$ cat config.mk
export PLATFORM = sky130hd
export DESIGN_NAME = zobtt_ctrl
export DESIGN_NICKNAME = d
export VERILOG_FILES = /design/src/zobtt_pkg.sv /design/src/zobtt_ctrl.sv
export SDC_FILE = /design/constraint.sdc
export NUM_CORES = 1
export LEC_CHECK = 0
export BUFFER_PORTS_ARGS = -buffer_cell sky130_fd_sc_hd__buf_2
export CAP_MARGIN = 10
export CORE_AREA = 2 2 39 41
export DETAILED_ROUTE_END_ITERATION = 8
export DIE_AREA = 0 0 41 43
export REMOVE_ABC_BUFFERS = 1
export SLEW_MARGIN = 20
export SYNTH_ARGS = -nofsm -noshare
export SYNTH_HDL_FRONTEND = slang
export SYNTH_SLANG_ARGS = --single-unit
$ cat constraint.sdc
create_clock -name clk_i -period 1.56 [get_ports clk_i]
set_input_delay 0.156 -clock clk_i [delete_from_list [all_inputs] [get_ports clk_i]]
set_output_delay 0.156 -clock clk_i [all_outputs]
set_load 0.01 [all_outputs]
$ cat src/zobtt_pkg.sv
package zobtt_pkg;

  localparam int unsigned GRID_SIZE   = 15;
  localparam int unsigned INDEX_BITS  = 16;
  localparam int unsigned NUM_TABLES  = 2;
  localparam int unsigned PIECE_KINDS = 2;

  localparam int unsigned KEY_SLOTS     = PIECE_KINDS * GRID_SIZE * GRID_SIZE;
  localparam int unsigned TABLE_ENTRIES = 1 << INDEX_BITS;
  localparam int unsigned TOTAL_ENTRIES = NUM_TABLES * TABLE_ENTRIES;

  localparam int unsigned KEY_AW   = (KEY_SLOTS > 1) ? $clog2(KEY_SLOTS) : 1;
  localparam int unsigned ENTRY_AW = (TOTAL_ENTRIES > 1) ? $clog2(TOTAL_ENTRIES) : 1;

  localparam int unsigned IKEY_W  = 16;
  localparam int unsigned CKEY_W  = 64;
  localparam int unsigned KEY_W   = IKEY_W + CKEY_W;
  localparam int unsigned INFO_W  = 27;
  localparam int unsigned ENTRY_W = CKEY_W + INFO_W;

  typedef enum logic [2:0] {
    REQ_LOAD   = 3'd0,
    REQ_CLEAR  = 3'd1,
    REQ_TOGGLE = 3'd2,
    REQ_PROBE  = 3'd3,
    REQ_STORE  = 3'd4
  } req_e;

  typedef enum logic [1:0] {
    BOUND_EXACT = 2'd0,
    BOUND_LOWER = 2'd1,
    BOUND_UPPER = 2'd2
  } bound_e;

  typedef struct packed {
    logic [2:0]         req_type;
    logic               piece;
    logic [3:0]         row;
    logic [3:0]         col;
    logic [15:0]        key_index_word;
    logic [63:0]        key_check_word;
    logic signed [31:0] alpha;
    logic signed [31:0] beta;
    logic [7:0]         depth;
    logic               table_sel;
    logic [1:0]         bound_kind;
    logic signed [15:0] score_in;
  } req_t;

  typedef struct packed {
    logic               hit;
    logic signed [15:0] score;
  } rsp_t;

  typedef struct packed {
    logic accept;
    logic finish;
    logic sweep;
  } cmd_t;

  typedef struct packed {
    logic need_wait;
    logic sweep_last;
  } status_t;

endpackage

$ cat src/zobtt_ctrl.sv
module zobtt_ctrl (
  input  logic                clk_i,
  input  logic                rst_ni,
  input  logic                in_valid_i,
  input  logic                out_ready_i,
  input  zobtt_pkg::status_t  status_i,
  output logic                in_ready_o,
  output logic                out_valid_o,
  output zobtt_pkg::cmd_t     cmd_o
);

  typedef enum logic [3:0] {
    ST_SWEEP = 4'b0001,
    ST_IDLE  = 4'b0010,
    ST_WAIT  = 4'b0100,
    ST_DONE  = 4'b1000
  } state_e;

  state_e state_q, state_d;
  logic   accept;

  assign in_ready_o  = (state_q == ST_IDLE) || ((state_q == ST_DONE) && out_ready_i);
  assign out_valid_o = (state_q == ST_DONE);
  assign accept      = in_valid_i && in_ready_o;

  assign cmd_o.accept = accept;
  assign cmd_o.finish = (state_q == ST_WAIT);
  assign cmd_o.sweep  = (state_q == ST_SWEEP);

  always_comb begin
    state_d = state_q;
    case (state_q)
      ST_SWEEP: begin
        if (status_i.sweep_last) begin
          state_d = ST_IDLE;
        end
      end
      ST_IDLE: begin
        if (accept) begin
          state_d = status_i.need_wait ? ST_WAIT : ST_DONE;
        end
      end
      ST_WAIT: begin
        state_d = ST_DONE;
      end
      ST_DONE: begin
        if (accept) begin
          state_d = status_i.need_wait ? ST_WAIT : ST_DONE;
        end else if (out_ready_i) begin
          state_d = ST_IDLE;
        end
      end
      default: begin
        state_d = ST_SWEEP;
      end
    endcase
  end

  always_ff @(posedge clk_i or negedge rst_ni) begin
    if (!rst_ni) begin
      state_q <= ST_SWEEP;
    end else begin
      state_q <= state_d;
    end
  end

endmodule

==> results.rst <==
.. list-table::
   :header-rows: 1

   * - Metric
     - Value
   * - Final weighted congestion in routability-driven placement
     - 0.7732
   * - Via count of the first global-routing pass
     - 319
   * - Hold_ws
     - 0.1486 ns
   * - Die X-Extent
     - 41 um
   * - Antenna diode count
     - 0
   * - Hold Vio Cnt, Final
     - 0
   * - FF+latch area
     - 105.1 um^2
   * - GR Util All Layers
     - 0.1138
   * - Die height
     - 43 um
   * - Final global-route overflow total
     - 0
   * - Share of layout cells above drive strength 1
     - 0.5424
   * - Number of vias per cell after detailed routing
     - 4.800
   * - CTS buffer count
     - 3
   * - CTS clk-pin slew, worst paths
     - 0.04 ns
   * - Top library cells by usage in the layout, fill and taps aside
     - buf_2, buf_4, nor2_1, clkbuf_4, dfrtp_2
   * - Total half-perimeter wirelength after legalization and detailed placement
     - 617.1 um
   * - Maximum operating frequency
     - 681.0 MHz
   * - Reg with most FFs
     - state_q
   * - Gate count after technology mapping
     - 42
   * - Iteration count of the initial detailed-routing pass
     - 4
   * - Remaining max-slew budget at the tightest pin
     - 0.8315
   * - Setup Skew
     - 0.002958 ns
   * - Clock H-tree levels
     - 1
   * - Register bit total from synthesis
     - 4
   * - Max FO, Critical Path
     - 6
   * - Number of I/O pins
     - 11
   * - Clock root buffer master
     - clkbuf_4
   * - Via count
     - 360
   * - Crit Path Category
     - flip-flop to primary output
   * - Buffers on Ports
     - 10
   * - Number of max-slew violations in the final report
     - 0
   * - Seq/Total Area, Yosys
     - 0.2774
   * - Standard cell area after detailed placement
     - 421.7 um^2
   * - Number of nets in the layout
     - 66
   * - Number of antenna violations at the first check in global routing
     - 0
   * - Post-route cell area
     - 533.0 um^2
   * - Fillers
     - 148
   * - Number of buffers between clock root and the deepest sink
     - 2
   * - Result of the run
     - finished clean
   * - Peak supply drop
     - 0.7343 mV
   * - Clock latency at the later pin of the worst-skew pair
     - 0.23 ns
   * - Area of the die
     - 1763 um^2
   * - Type of element launching the critical path
     - flip-flop
   * - Final routed wire length divided by cell count
     - 11.61 um
   * - Type of destination of the critical path
     - primary output
   * - Arrival time of the worst setup path
     - 1.31 ns
   * - Drt initial violations
     - 5
   * - Number of flip-flops under the largest register name
     - 4
   * - Prevailing post-synth register cell
     - dfrtp_1
   * - Multi-input combinational cell area
     - 264.0 um^2
   * - Power Dens Cells
     - 1499 nW/um^2
   * - Maximum capacitance violations
     - 0
   * - Total DRC errors in the routed layout
     - 0
   * - Setup repair after global routing missed its margin
     - yes
   * - Part of the cycle the worst path needs
     - 0.9414
   * - Yosys synthesis warning count
     - 0
   * - Cell accounting for the most synthesized area
     - dfrtp_1
   * - Registers with the most flip-flops
     - state_q x4
   * - Area of the mapped netlist
     - 365.4 um^2
   * - Core area
     - 1384 um^2
   * - Clock tree from TritonCTS
     - done
   * - Library cells used by synthesis
     - 27
   * - CP required
     - 1.40 ns
   * - Reported leakage power
     - 0.2282 nW
   * - Layout area overhead
     - 45.89%
   * - Setup violation total in the final timing report
     - 0
   * - Number of cell rows
     - 14
   * - Sinks on the clock net
     - 4
   * - Starting density of the core
     - 0.2640
   * - Largest net degree at the start of global routing
     - 11
   * - Transition time at the pin with the least slew margin
     - 0.2504 ns
   * - Min-delay worst type
     - input pin to flip-flop
   * - Period minus WS final
     - 1.469 ns
   * - EDFF count, synth
     - 0
   * - Share of flip-flops with an asynchronous set or reset
     - 1.000
   * - Leading post-synthesis cells by cell area
     - dfrtp_1, dfstp_2, o32a_1
   * - Number of nets still failing antenna checks after routing
     - 0
   * - Global-route wire length before repair
     - 1345 um
   * - Sum of routed wire length over all layers
     - 871 um
   * - Share of the core filled with cells
     - 0.3852
   * - Mean cell area of the mapped netlist
     - 8.699 um^2
   * - Synth top area share
     - 0.2055
   * - Most common cell after layout, fill and taps aside
     - buf_2
worst max-delay path, stage by stage, from the launching register on:
cell and delay [ns]:
dfrtp_2 0.45, buf_4 0.16, nor4b_4 0.29, buf_2 0.18
report_power, final:
group	switching [mW]	internal, mW
clock	0.0429	0.0960
sequential	0.0645	0.148
combinational	0.195	0.252
final timing paths:
path	to	slack [ns]	cells after the start	start
worst max-delay path	cmd_o[1]	0.09	3	state_q[1]$_DFFE_PN0P_
worst min-delay path	state_q[2]$_DFFE_PN0P_	0.15	3	status_i[1]
max in group asynchronous	state_q[0]$_DFFE_PN1P_	1.09	2	rst_ni
worst min register to register	state_q[0]$_DFFE_PN1P_	0.66	1	state_q[2]$_DFFE_PN0P_
worst max register to register	state_q[1]$_DFFE_PN0P_	0.12	5	state_q[0]$_DFFE_PN1P_
min in group asynchronous	state_q[1]$_DFFE_PN0P_	0.27	2	rst_ni
through the flow:
stage	setup WS, ns	instances	setup TNS (ns)	total power [mW]
3_5_place_dp	0.1505	66	0	0.5359
3_3_place_gp	0.1472	66	0	0.5341
2_1_floorplan	0.1331	37	0	0.4282
4_1_cts	-0.005509	71	-0.005509	0.7148
5_1_grt	-0.001466	75	-0.001466	0.8761
6_report	0.09149	75	0	0.7989
cells by family (layout without fill, tap and decap cells):
family | Yosys count | count (layout) | share of synthesized area
compound gates | 11 | 11 | 0.2466
xor+xnor | 1 | 1 | 0.02398
buf+inv | 7 | 24 | 0.1199
flops | 4 | 4 | 0.2774
simple gates | 19 | 19 | 0.3322
area by class of cell:
cell class | count | share of cell area
sequential | 4 | 0.1972
timing repair buffer | 18 | 0.2066
inverter | 2 | 0.01408
clock buffer | 4 | 0.04930
multi-input combinational | 31 | 0.4953
tap | 16 | 0.03756
cell usage after synthesis (2+ instances only):
cell type,instances
buf_4,2
buf_2,2
or2b_1,2
nor3_1,3
o32a_1,2
and2_1,2
inv_1,2
nor2_1,3
nor2b_1,3
dfrtp_1,3
a21oi_1,2
repair_timing:
item	CTS	global route
hold endpoints to repair	4	0
gates resized for setup	6	6
buffers inserted	0	4
endpoints found under the setup margin	3	4
hold buffers	1	0
layer usage:
metal,vias to the layer above,global-route usage,part of all wire
li1,191,-,-
met1,160,0.1558,0.44
met2,9,0.1656,0.51
met3,0,0.06283,0.053
met4,0,0,0
met5,-,0,0
No activity file was read; power rests on OpenSTA's default activity.
